`config.mk`:
```
export PLATFORM = sky130hd
export DESIGN_NAME = fragment_header_decoder
export DESIGN_NICKNAME = d
export VERILOG_FILES = /design/src/sv/fhd_pkg.sv /design/src/sv/fhd_front.sv /design/src/sv/fhd_queue.sv /design/src/sv/fhd_back.sv /design/src/sv/fragment_header_decoder.sv
export SDC_FILE = /design/constraint.sdc
export NUM_CORES = 2
export LEC_CHECK = 0
export BUFFER_PORTS_ARGS = -buffer_cell sky130_fd_sc_hd__buf_2
export CAP_MARGIN = 30
export CORE_UTILIZATION = 55
export CTS_CLUSTER_SIZE = 12
export DETAILED_ROUTE_END_ITERATION = 10
export PLACE_DENSITY = 0.8
export SETUP_SLACK_MARGIN = 0.2
export SYNTH_ARGS = -nofsm -noshare
export SYNTH_HDL_FRONTEND = slang
export SYNTH_SLANG_ARGS = --single-unit
```
`constraint.sdc`:
```
create_clock -name clk -period 19.08 [get_ports clk]
set_clock_uncertainty 0.1 [all_clocks]
set_input_delay 3.816 -clock clk [delete_from_list [all_inputs] [get_ports clk]]
set_output_delay 3.816 -clock clk [all_outputs]
set_load 0.02 [all_outputs]
```
`src/sv/fhd_pkg.sv`:
```
//------------------------------------------------------------------------------
// Fragment header decoder package
// Shared constants, status codes and the job record passed from front to back.
//------------------------------------------------------------------------------
package fhd_pkg;

	localparam int unsigned HEADER_LEN = 32;
	localparam int unsigned CNT_W = 17;
	localparam logic [CNT_W-1:0] CNT_MAX = {CNT_W{1'b1}};

	localparam logic [7:0] MAGIC0 = 8'h52; // 'R'
	localparam logic [7:0] MAGIC1 = 8'h46; // 'F'
	localparam logic [7:0] MAGIC2 = 8'h41; // 'A'
	localparam logic [7:0] MAGIC3 = 8'h50; // 'P'

	localparam logic [2:0] REG_MAX_OBJ = 3'd0;
	localparam logic [2:0] REG_MAX_CHUNK = 3'd1;
	localparam logic [2:0] REG_VERSION = 3'd2;
	localparam logic [2:0] REG_KNOWN = 3'd3;
	localparam logic [2:0] REG_FIRST = 3'd4;
	localparam logic [2:0] REG_LAST = 3'd5;

	typedef enum logic [4:0] {
		ST_OK = 5'd0, ST_TRUNC = 5'd1, ST_MAGIC = 5'd2, ST_VERSION = 5'd3,
		ST_HDRLEN = 5'd4, ST_OBJBIG = 5'd5, ST_CNT0 = 5'd6, ST_IDX = 5'd7,
		ST_CHUNKBIG = 5'd8, ST_RESV = 5'd9, ST_FLAGS = 5'd10, ST_FIRST = 5'd11,
		ST_LAST = 5'd12, ST_RANGE = 5'd13, ST_COUNT = 5'd14, ST_CHUNKLEN = 5'd15,
		ST_SIZE = 5'd16
	} status_t;

	// One finished fragment as captured by the front end.
	typedef struct packed {
		logic [4:0]  early;      // status from checks that need no division
		logic [7:0]  flags;
		logic [31:0] epoch;
		logic [31:0] ident;
		logic [31:0] total;
		logic [15:0] idx;
		logic [15:0] cnt;
		logic [15:0] clen;
		logic [31:0] csum;
		logic [CNT_W-1:0] size;
	} job_t;

endpackage

```
`src/sv/fhd_front.sv`:
```
//------------------------------------------------------------------------------
// Fragment header decoder front end
// Captures header bytes, counts the fragment and runs the simple checks.
//------------------------------------------------------------------------------
module fhd_front (
	input  logic               clk,
	input  logic               arst_n,
	input  logic               in_valid,
	output logic               in_stall,
	input  logic [7:0]         rx_byte,
	input  logic               end_of_fragment,
	input  logic [31:0]        max_obj,
	input  logic [15:0]        max_chunk,
	input  logic [7:0]         exp_ver,
	input  logic [7:0]         known_mask,
	input  logic [7:0]         first_mask,
	input  logic [7:0]         last_mask,
	output logic               job_valid,
	input  logic               job_full,
	output fhd_pkg::job_t      job
);

	logic [7:0] hdr_q [fhd_pkg::HEADER_LEN];
	logic [fhd_pkg::CNT_W-1:0] cnt_q;
	logic [fhd_pkg::CNT_W-1:0] size;
	logic acc;
	logic [7:0] hb [fhd_pkg::HEADER_LEN];
	logic [15:0] idx, cnt, clen, resv, hlen;
	logic [31:0] total;
	logic [7:0] flags;
	logic first_set, last_set;
	logic [4:0] st;

	assign in_stall = job_full;
	assign acc = in_valid && !job_full;
	assign size = (cnt_q == fhd_pkg::CNT_MAX) ? cnt_q : cnt_q + 1'b1;

	always_ff @(posedge clk) begin
		if (acc && cnt_q < fhd_pkg::CNT_W'(fhd_pkg::HEADER_LEN))
			hdr_q[cnt_q[$clog2(fhd_pkg::HEADER_LEN)-1:0]] <= rx_byte;
	end

	always_ff @(posedge clk or negedge arst_n) begin
		if (!arst_n) begin
			cnt_q <= '0;
		end else if (acc) begin
			cnt_q <= end_of_fragment ? '0 : size;
		end
	end

	// The final byte may still land in the header, so read through it.
	always_comb begin
		for (int i = 0; i < fhd_pkg::HEADER_LEN; i++)
			hb[i] = (cnt_q == fhd_pkg::CNT_W'(i)) ? rx_byte : hdr_q[i];
	end

	assign flags = hb[5];
	assign hlen = {hb[7], hb[6]};
	assign total = {hb[19], hb[18], hb[17], hb[16]};
	assign idx = {hb[21], hb[20]};
	assign cnt = {hb[23], hb[22]};
	assign clen = {hb[25], hb[24]};
	assign resv = {hb[27], hb[26]};
	assign first_set = (flags & first_mask) != 8'd0;
	assign last_set = (flags & last_mask) != 8'd0;

	always_comb begin
		if (size < fhd_pkg::CNT_W'(fhd_pkg::HEADER_LEN)) st = fhd_pkg::ST_TRUNC;
		else if (hb[0] != fhd_pkg::MAGIC0 || hb[1] != fhd_pkg::MAGIC1 ||
			hb[2] != fhd_pkg::MAGIC2 || hb[3] != fhd_pkg::MAGIC3) st = fhd_pkg::ST_MAGIC;
		else if (hb[4] != exp_ver) st = fhd_pkg::ST_VERSION;
		else if (hlen != 16'(fhd_pkg::HEADER_LEN)) st = fhd_pkg::ST_HDRLEN;
		else if (total > max_obj) st = fhd_pkg::ST_OBJBIG;
		else if (cnt == 16'd0) st = fhd_pkg::ST_CNT0;
		else if (idx >= cnt) st = fhd_pkg::ST_IDX;
		else if (clen > max_chunk) st = fhd_pkg::ST_CHUNKBIG;
		else if (resv != 16'd0) st = fhd_pkg::ST_RESV;
		else if ((flags & ~known_mask) != 8'd0) st = fhd_pkg::ST_FLAGS;
		else if (first_set != (idx == 16'd0)) st = fhd_pkg::ST_FIRST;
		else if (last_set != (idx == cnt - 16'd1)) st = fhd_pkg::ST_LAST;
		else st = fhd_pkg::ST_OK;
	end

	assign job_valid = acc && end_of_fragment;
	always_comb begin
		job.early = st;
		job.flags = flags;
		job.epoch = {hb[11], hb[10], hb[9], hb[8]};
		job.ident = {hb[15], hb[14], hb[13], hb[12]};
		job.total = total;
		job.idx = idx;
		job.cnt = cnt;
		job.clen = clen;
		job.csum = {hb[31], hb[30], hb[29], hb[28]};
		job.size = size;
	end

endmodule

```
`src/sv/fhd_queue.sv`:
```
//------------------------------------------------------------------------------
// Fragment header decoder job queue
// Two-entry queue between the front end and the checking back end.
//------------------------------------------------------------------------------
module fhd_queue (
	input  logic          clk,
	input  logic          arst_n,
	input  logic          wr_valid,
	output logic          full,
	input  fhd_pkg::job_t wr_data,
	output logic          rd_valid,
	input  logic          rd_take,
	output fhd_pkg::job_t rd_data
);

	fhd_pkg::job_t mem_q [2];
	logic wp_q, rp_q;
	logic [1:0] n_q;

	assign full = n_q == 2'd2;
	assign rd_valid = n_q != 2'd0;
	assign rd_data = mem_q[rp_q];

	always_ff @(posedge clk) begin
		if (wr_valid) mem_q[wp_q] <= wr_data;
	end

	always_ff @(posedge clk or negedge arst_n) begin
		if (!arst_n) begin
			wp_q <= 1'b0;
			rp_q <= 1'b0;
			n_q <= 2'd0;
		end else begin
			if (wr_valid) wp_q <= ~wp_q;
			if (rd_take) rp_q <= ~rp_q;
			n_q <= n_q + {1'b0, wr_valid} - {1'b0, rd_take};
		end
	end

endmodule

```
`src/sv/fhd_back.sv`:
```
//------------------------------------------------------------------------------
// Fragment header decoder back end
// Runs the division based count and chunk checks and holds the result.
//------------------------------------------------------------------------------
module fhd_back (
	input  logic          clk,
	input  logic          arst_n,
	input  logic          job_valid,
	output logic          job_take,
	input  fhd_pkg::job_t job,
	input  logic [15:0]   max_chunk,
	output logic          out_valid,
	input  logic          out_stall,
	output logic [4:0]    status,
	output logic [7:0]    flag_bits,
	output logic [31:0]   epoch_word,
	output logic [31:0]   object_ident,
	output logic [31:0]   object_length,
	output logic [15:0]   frag_index,
	output logic [15:0]   frag_count,
	output logic [15:0]   payload_length,
	output logic [31:0]   object_checksum
);

	typedef enum logic [2:0] {S_IDLE, S_DIV, S_MUL, S_CHK, S_OUT} state_t;

	state_t state_q;
	fhd_pkg::job_t job_q;
	logic [32:0] num_q;   // total + mc - 1, restoring division dividend
	logic [16:0] rem_q;
	logic [5:0]  bit_q;
	logic [32:0] quo_q;
	logic [31:0] off_q;
	logic [4:0]  st;
	logic [17:0] trial;
	logic [16:0] rem_sh;
	logic [32:0] exp_chunk;
	logic [32:0] remaining;

	assign rem_sh = {rem_q[15:0], num_q[bit_q]};
	assign trial = {1'b0, rem_sh} - {2'b0, max_chunk};
	assign job_take = state_q == S_IDLE && job_valid;
	assign remaining = ({1'b0, job_q.total} > {1'b0, off_q}) ?
		{1'b0, job_q.total} - {1'b0, off_q} : 33'd0;
	assign exp_chunk = (job_q.total == 32'd0) ? 33'd0 :
		(remaining > {17'd0, max_chunk}) ? {17'd0, max_chunk} : remaining;

	always_comb begin
		if (job_q.early != fhd_pkg::ST_OK) st = job_q.early;
		else if (job_q.total != 32'd0 && max_chunk == 16'd0) st = fhd_pkg::ST_RANGE;
		else if (job_q.total != 32'd0 && quo_q > 33'd65535) st = fhd_pkg::ST_RANGE;
		else if (job_q.total == 32'd0 && job_q.cnt != 16'd1) st = fhd_pkg::ST_COUNT;
		else if (job_q.total != 32'd0 && quo_q != {17'd0, job_q.cnt}) st = fhd_pkg::ST_COUNT;
		else if ({17'd0, job_q.clen} != exp_chunk) st = fhd_pkg::ST_CHUNKLEN;
		else if (job_q.size != {1'b0, job_q.clen} + 17'(fhd_pkg::HEADER_LEN))
			st = fhd_pkg::ST_SIZE;
		else st = fhd_pkg::ST_OK;
	end

	// Ceiling division runs one quotient bit per cycle over 33 bits.
	always_ff @(posedge clk or negedge arst_n) begin
		if (!arst_n) begin
			state_q <= S_IDLE;
			out_valid <= 1'b0;
		end else begin
			unique case (state_q)
				S_IDLE: begin
					if (job_valid) begin
						job_q <= job;
						num_q <= {1'b0, job.total} + {17'd0, max_chunk} - 33'd1;
						rem_q <= '0;
						quo_q <= '0;
						bit_q <= 6'd32;
						state_q <= (job.early != fhd_pkg::ST_OK || max_chunk == 16'd0 ||
							job.total == 32'd0) ? S_MUL : S_DIV;
					end
				end
				S_DIV: begin
					if (!trial[17]) begin
						rem_q <= trial[16:0];
						quo_q <= {quo_q[31:0], 1'b1};
					end else begin
						rem_q <= rem_sh;
						quo_q <= {quo_q[31:0], 1'b0};
					end
					if (bit_q == 6'd0) state_q <= S_MUL;
					else bit_q <= bit_q - 6'd1;
				end
				S_MUL: begin
					off_q <= job_q.idx * max_chunk;
					state_q <= S_CHK;
				end
				S_CHK: begin
					status <= st;
					if (st == fhd_pkg::ST_OK) begin
						flag_bits <= job_q.flags;
						epoch_word <= job_q.epoch;
						object_ident <= job_q.ident;
						object_length <= job_q.total;
						frag_index <= job_q.idx;
						frag_count <= job_q.cnt;
						payload_length <= job_q.clen;
						object_checksum <= job_q.csum;
					end else begin
						flag_bits <= '0;
						epoch_word <= '0;
						object_ident <= '0;
						object_length <= '0;
						frag_index <= '0;
						frag_count <= '0;
						payload_length <= '0;
						object_checksum <= '0;
					end
					out_valid <= 1'b1;
					state_q <= S_OUT;
				end
				S_OUT: begin
					if (!out_stall) begin
						out_valid <= 1'b0;
						state_q <= S_IDLE;
					end
				end
				default: state_q <= S_IDLE;
			endcase
		end
	end

endmodule

```
`src/sv/fragment_header_decoder.sv`:
```
//------------------------------------------------------------------------------
// Fragment header decoder
// Accepts one fragment byte per cycle unless the job queue is full; checks the header at fragment end.
//------------------------------------------------------------------------------
// Bytes are taken one per cycle; the front end never stalls unless the job queue is full.
// out_valid rises after the final byte passes the queue hand-off, 33-step serial divider,
// multiply state and check state; a header that fails an early check, or has a zero object
// length or zero max chunk, skips the divider. The back end takes a new job only from idle,
// after its result is accepted; with no output stall, fragments of 37 or more bytes sustain
// one byte per cycle. Reset clears counter, queue and back-end state, sets config defaults.
module fragment_header_decoder (
	input  logic        clk,
	input  logic        arst_n,
	input  logic        in_valid,
	output logic        in_stall,
	input  logic [7:0]  rx_byte,
	input  logic        end_of_fragment,
	input  logic        cfg_valid,
	output logic        cfg_ready,
	input  logic [2:0]  cfg_index,
	input  logic [31:0] cfg_data,
	output logic        out_valid,
	input  logic        out_stall,
	output logic [4:0]  status,
	output logic [7:0]  flag_bits,
	output logic [31:0] epoch_word,
	output logic [31:0] object_ident,
	output logic [31:0] object_length,
	output logic [15:0] frag_index,
	output logic [15:0] frag_count,
	output logic [15:0] payload_length,
	output logic [31:0] object_checksum
);

	logic [31:0] max_obj_q;
	logic [15:0] max_chunk_q;
	logic [7:0] ver_q, known_q, first_q, last_q;
	logic fj_valid, q_full, b_valid, b_take;
	fhd_pkg::job_t fj, bj;

	assign cfg_ready = 1'b1;

	always_ff @(posedge clk or negedge arst_n) begin
		if (!arst_n) begin
			max_obj_q <= 32'd16777216;
			max_chunk_q <= 16'd1024;
			ver_q <= 8'd1;
			known_q <= 8'd3;
			first_q <= 8'd1;
			last_q <= 8'd2;
		end else if (cfg_valid && cfg_ready) begin
			case (cfg_index)
				fhd_pkg::REG_MAX_OBJ: max_obj_q <= cfg_data;
				fhd_pkg::REG_MAX_CHUNK: max_chunk_q <= cfg_data[15:0];
				fhd_pkg::REG_VERSION: ver_q <= cfg_data[7:0];
				fhd_pkg::REG_KNOWN: known_q <= cfg_data[7:0];
				fhd_pkg::REG_FIRST: first_q <= cfg_data[7:0];
				fhd_pkg::REG_LAST: last_q <= cfg_data[7:0];
				default: ;
			endcase
		end
	end

	fhd_front u_front (
		.clk, .arst_n, .in_valid, .in_stall, .rx_byte, .end_of_fragment,
		.max_obj(max_obj_q), .max_chunk(max_chunk_q), .exp_ver(ver_q),
		.known_mask(known_q), .first_mask(first_q), .last_mask(last_q),
		.job_valid(fj_valid), .job_full(q_full), .job(fj)
	);

	fhd_queue u_queue (
		.clk, .arst_n, .wr_valid(fj_valid), .full(q_full), .wr_data(fj),
		.rd_valid(b_valid), .rd_take(b_take), .rd_data(bj)
	);

	fhd_back u_back (
		.clk, .arst_n, .job_valid(b_valid), .job_take(b_take), .job(bj),
		.max_chunk(max_chunk_q), .out_valid, .out_stall, .status, .flag_bits,
		.epoch_word, .object_ident, .object_length, .frag_index, .frag_count,
		.payload_length, .object_checksum
	);

endmodule

```
==> out/qor.csv <==
metric,value,unit
clk-insertion-delay-late,0.76,ns
ys.warnings.count,0,
grt_max_degree,138,
number_of_antenna_violating_nets_in_the_routed_design,0,
first_iter_violations,4463,
via_count,41100,
synth.largest_area_cell,sky130_fd_sc_hd__edfxtp_1,
finalCriticalPeriod,9.05,ns
synth_most_common_cell,sky130_fd_sc_hd__edfxtp_1,
remaining_drc_errors,0,
crit_path_end_kind,register,
synth.lib_cells_used.distinct,86,
number_of_optimization_iterations_in_the_first_detailed_route_pass,6,
status,finished clean,
clkTransAtPathRegs,0.06,ns
timing.setup.critical_path_class,register to register,
setup.worst_path.start_class,register,
timing_max_transition_violations_final,0,
routed_via_density,5.99,
post_cts.repair.setup_buffers,0,
post_cts_hold_buffer_count,0,
timing.final.hold_violations,0,
num_io_pins,241,
per_instance_average_area_after_synthesis,13.2,um2
ff2ff_path_depth,26,
die_w,347,um
synthesized_net_count,5505,
synth.cell_area,65600,um2
hold_path_class,register to register,
netlist_top_cells_area,"sky130_fd_sc_hd__edfxtp_1 (54%), sky130_fd_sc_hd__mux2_2 (6.3%), sky130_fd_sc_hd__fa_1 (6.0%)",
min_period_over_period,47.4,%
start_util,55.6,%
h-tree-depth,4,
synth_edf_count,1180,
die_h,347,um
grt_antenna_before_repair,16,
critPathMaxFanout,137,
rsz_0062_raised_after_global_routing,no,
cts_root_buffer,sky130_fd_sc_hd__clkbuf_16,
setup-tns-final,0,ns
ys_top_cells_by_count,"sky130_fd_sc_hd__edfxtp_1 (1180), sky130_fd_sc_hd__inv_1 (614), sky130_fd_sc_hd__nand2_1 (373)",
cts_sinks,1285,
globalplace.congestion,0.961,
drive_above_1_share,19.8,%
final_net_count,5758,
core_area,118000,um2
numCtsBuffers,137,
worst_ep_arrival_time,9.52,ns
fp.dieArea,121000,um2
area_growth_syn_to_layout,11.1,%
postSynthCellCount,4962,
totalWireLength,169000,um
holdPathStages,1,
timing.critical_path.required,19.55,ns
num_rows,126,
ys.flop_type,sky130_fd_sc_hd__edfxtp_1,
worst-slew-pin-transition,1.22,ns
maxcap_viol_count,0,
grt_remaining_overflow,0,
number_of_global_route_vias_before_repair,40500,
fmax,110,MHz
synth-seq-cells,1285,
synthDominantCellAreaShare,54.0,%
grt_usage,27.9,%
asyncSetResetFlopFracSynth,8.17,%
io_buffer_count,239,
avgRoutedWirePerCell,24.7,um
worst_slew_margin_rel,18.5,%
cts_tree,yes,
ys_seq_area_share,58.0,%
grt_first_pass_wirelength,251000,um
final-setup-viol-count,0,
cts.path.max_buffers,3,
dpl.hpwl,116000,um
cts.repair.resized,0,
## path summary, 6_finish.rpt
check	startpoint	endpoint	slack, ns
setup / recovery	u_back.job_q[111]	u_back.object_ident[18]	10.03
hold / removal	u_queue.n_q[1]	u_queue.n_q[1]	0.40
setup reg to reg	u_back.job_q[111]	u_back.object_ident[18]	10.03
hold reg to reg	u_queue.n_q[1]	u_queue.n_q[1]	0.40
max in group asynchronous	arst_n	known_q[0]	14.70
min in group asynchronous	arst_n	max_obj_q[25]	2.91
## per-stage QoR
stage	cells	worst slack [ns]	utilization [%]	hold slack, ns	cell area, um2
after floorplan	4962	1.40	-	0.360	65600
after global placement	6602	10.59	57.9	0.383	68400
after detailed placement	6605	10.31	57.9	0.390	68400
after CTS	6838	10.26	61.6	0.405	72700
after global routing	6850	9.61	61.7	0.419	72900
final	6852	10.03	61.7	0.403	72900
## routing by layer
| metal | vias to the layer above | part of all wire (%) | global-route usage [%] |
|---|---|---|---|
| li1 | 18100 | - | - |
| met3 | 367 | 8.8 | 4.91 |
| met2 | 1961 | 47 | 44.5 |
| met1 | 20600 | 40 | 38.2 |
| met4 | 4 | 4.1 | 11.3 |
| met5 | - | 0.012 | 0 |
## final cells by class
type,instances,area [um2]
clock inverters,43,602
inverters,617,2320
fillers,8605,45200
diodes,7,17.5
clock buffers,190,3700
multi-input cells,2865,24400
flip-flops and latches,1285,38100
repair buffers,309,1890
well taps,1536,1920
## critical path, cell delays in order, from the launching register on
cell                        delay [ns]
sky130_fd_sc_hd__edfxtp_1         0.44
sky130_fd_sc_hd__ha_1             0.42
sky130_fd_sc_hd__nand2_1          0.16
sky130_fd_sc_hd__nor4_1           0.32
sky130_fd_sc_hd__o21ai_0          0.13
sky130_fd_sc_hd__o21ai_1          0.47
sky130_fd_sc_hd__a31oi_1          0.26
sky130_fd_sc_hd__o21ai_1          0.57
sky130_fd_sc_hd__and2_1           0.23
sky130_fd_sc_hd__ha_1             0.24
sky130_fd_sc_hd__a211oi_1         0.25
sky130_fd_sc_hd__nand2_1          0.09
sky130_fd_sc_hd__o2111ai_1        0.21
sky130_fd_sc_hd__a221oi_1         0.13
sky130_fd_sc_hd__o221ai_1         0.51
sky130_fd_sc_hd__and4_1           0.28
sky130_fd_sc_hd__o2111ai_1        0.13
sky130_fd_sc_hd__a2111oi_2        0.37
sky130_fd_sc_hd__nand4_2          0.28
sky130_fd_sc_hd__nor2_4           0.60
sky130_fd_sc_hd__mux2_2           0.43
sky130_fd_sc_hd__a2111oi_0        0.44
sky130_fd_sc_hd__o32ai_1          0.20
sky130_fd_sc_hd__a2111oi_4        0.33
sky130_fd_sc_hd__nand4_1          0.24
sky130_fd_sc_hd__buf_12           0.33
sky130_fd_sc_hd__nor3_2           0.35
## state kept, by name (all words and copies together) (netlist names), 33 cells and up
signal and count:
u_back.num_q 33, u_back.quo_q 33, u_queue.mem_q 410, u_front.hdr_q 256
u_back.job_q 205
## cell families (layout without fill, tap and decap cells)
family,after synthesis,in the layout,share of synthesized area [%]
flip-flops,1285,1285,58.0
multiplexers,465,465,7.98
AO/OA/AOI/OAI,502,502,5.00
buffers and inverters,812,1159,4.85
XOR/XNOR,180,180,2.40
adder cells (fa/ha/maj),494,494,11.7
other,1,8,0.00572
AND/OR/NAND/NOR,1223,1223,10.0
## layout by cell type, fill, tap and decap left out, types with 24 or more instances in the layout
cell / count
sky130_fd_sc_hd__buf_2: 239
sky130_fd_sc_hd__clkbuf_16: 140
sky130_fd_sc_hd__xor2_1: 50
sky130_fd_sc_hd__clkbuf_1: 49
sky130_fd_sc_hd__buf_4: 59
sky130_fd_sc_hd__nor3_2: 153
sky130_fd_sc_hd__o21ai_0: 129
sky130_fd_sc_hd__o31ai_1: 24
sky130_fd_sc_hd__nor3_1: 91
sky130_fd_sc_hd__inv_1: 614
sky130_fd_sc_hd__a21o_1: 45
sky130_fd_sc_hd__ha_1: 297
sky130_fd_sc_hd__nand3_1: 67
sky130_fd_sc_hd__o21a_1: 30
sky130_fd_sc_hd__nand2_1: 373
sky130_fd_sc_hd__mux2_2: 366
sky130_fd_sc_hd__nand2b_1: 34
sky130_fd_sc_hd__mux2i_1: 89
sky130_fd_sc_hd__fa_1: 197
sky130_fd_sc_hd__nor2b_1: 34
sky130_fd_sc_hd__nor2_1: 246
sky130_fd_sc_hd__a21oi_1: 112
sky130_fd_sc_hd__dfrtp_1: 97
sky130_fd_sc_hd__nand4_1: 47
sky130_fd_sc_hd__xnor2_1: 130
sky130_fd_sc_hd__nor4_1: 51
sky130_fd_sc_hd__and2_1: 48
sky130_fd_sc_hd__edfxtp_1: 1180
Power is not shown: default switching activity piles up to over one toggle a cycle in this logic, so the estimate is an artifact.
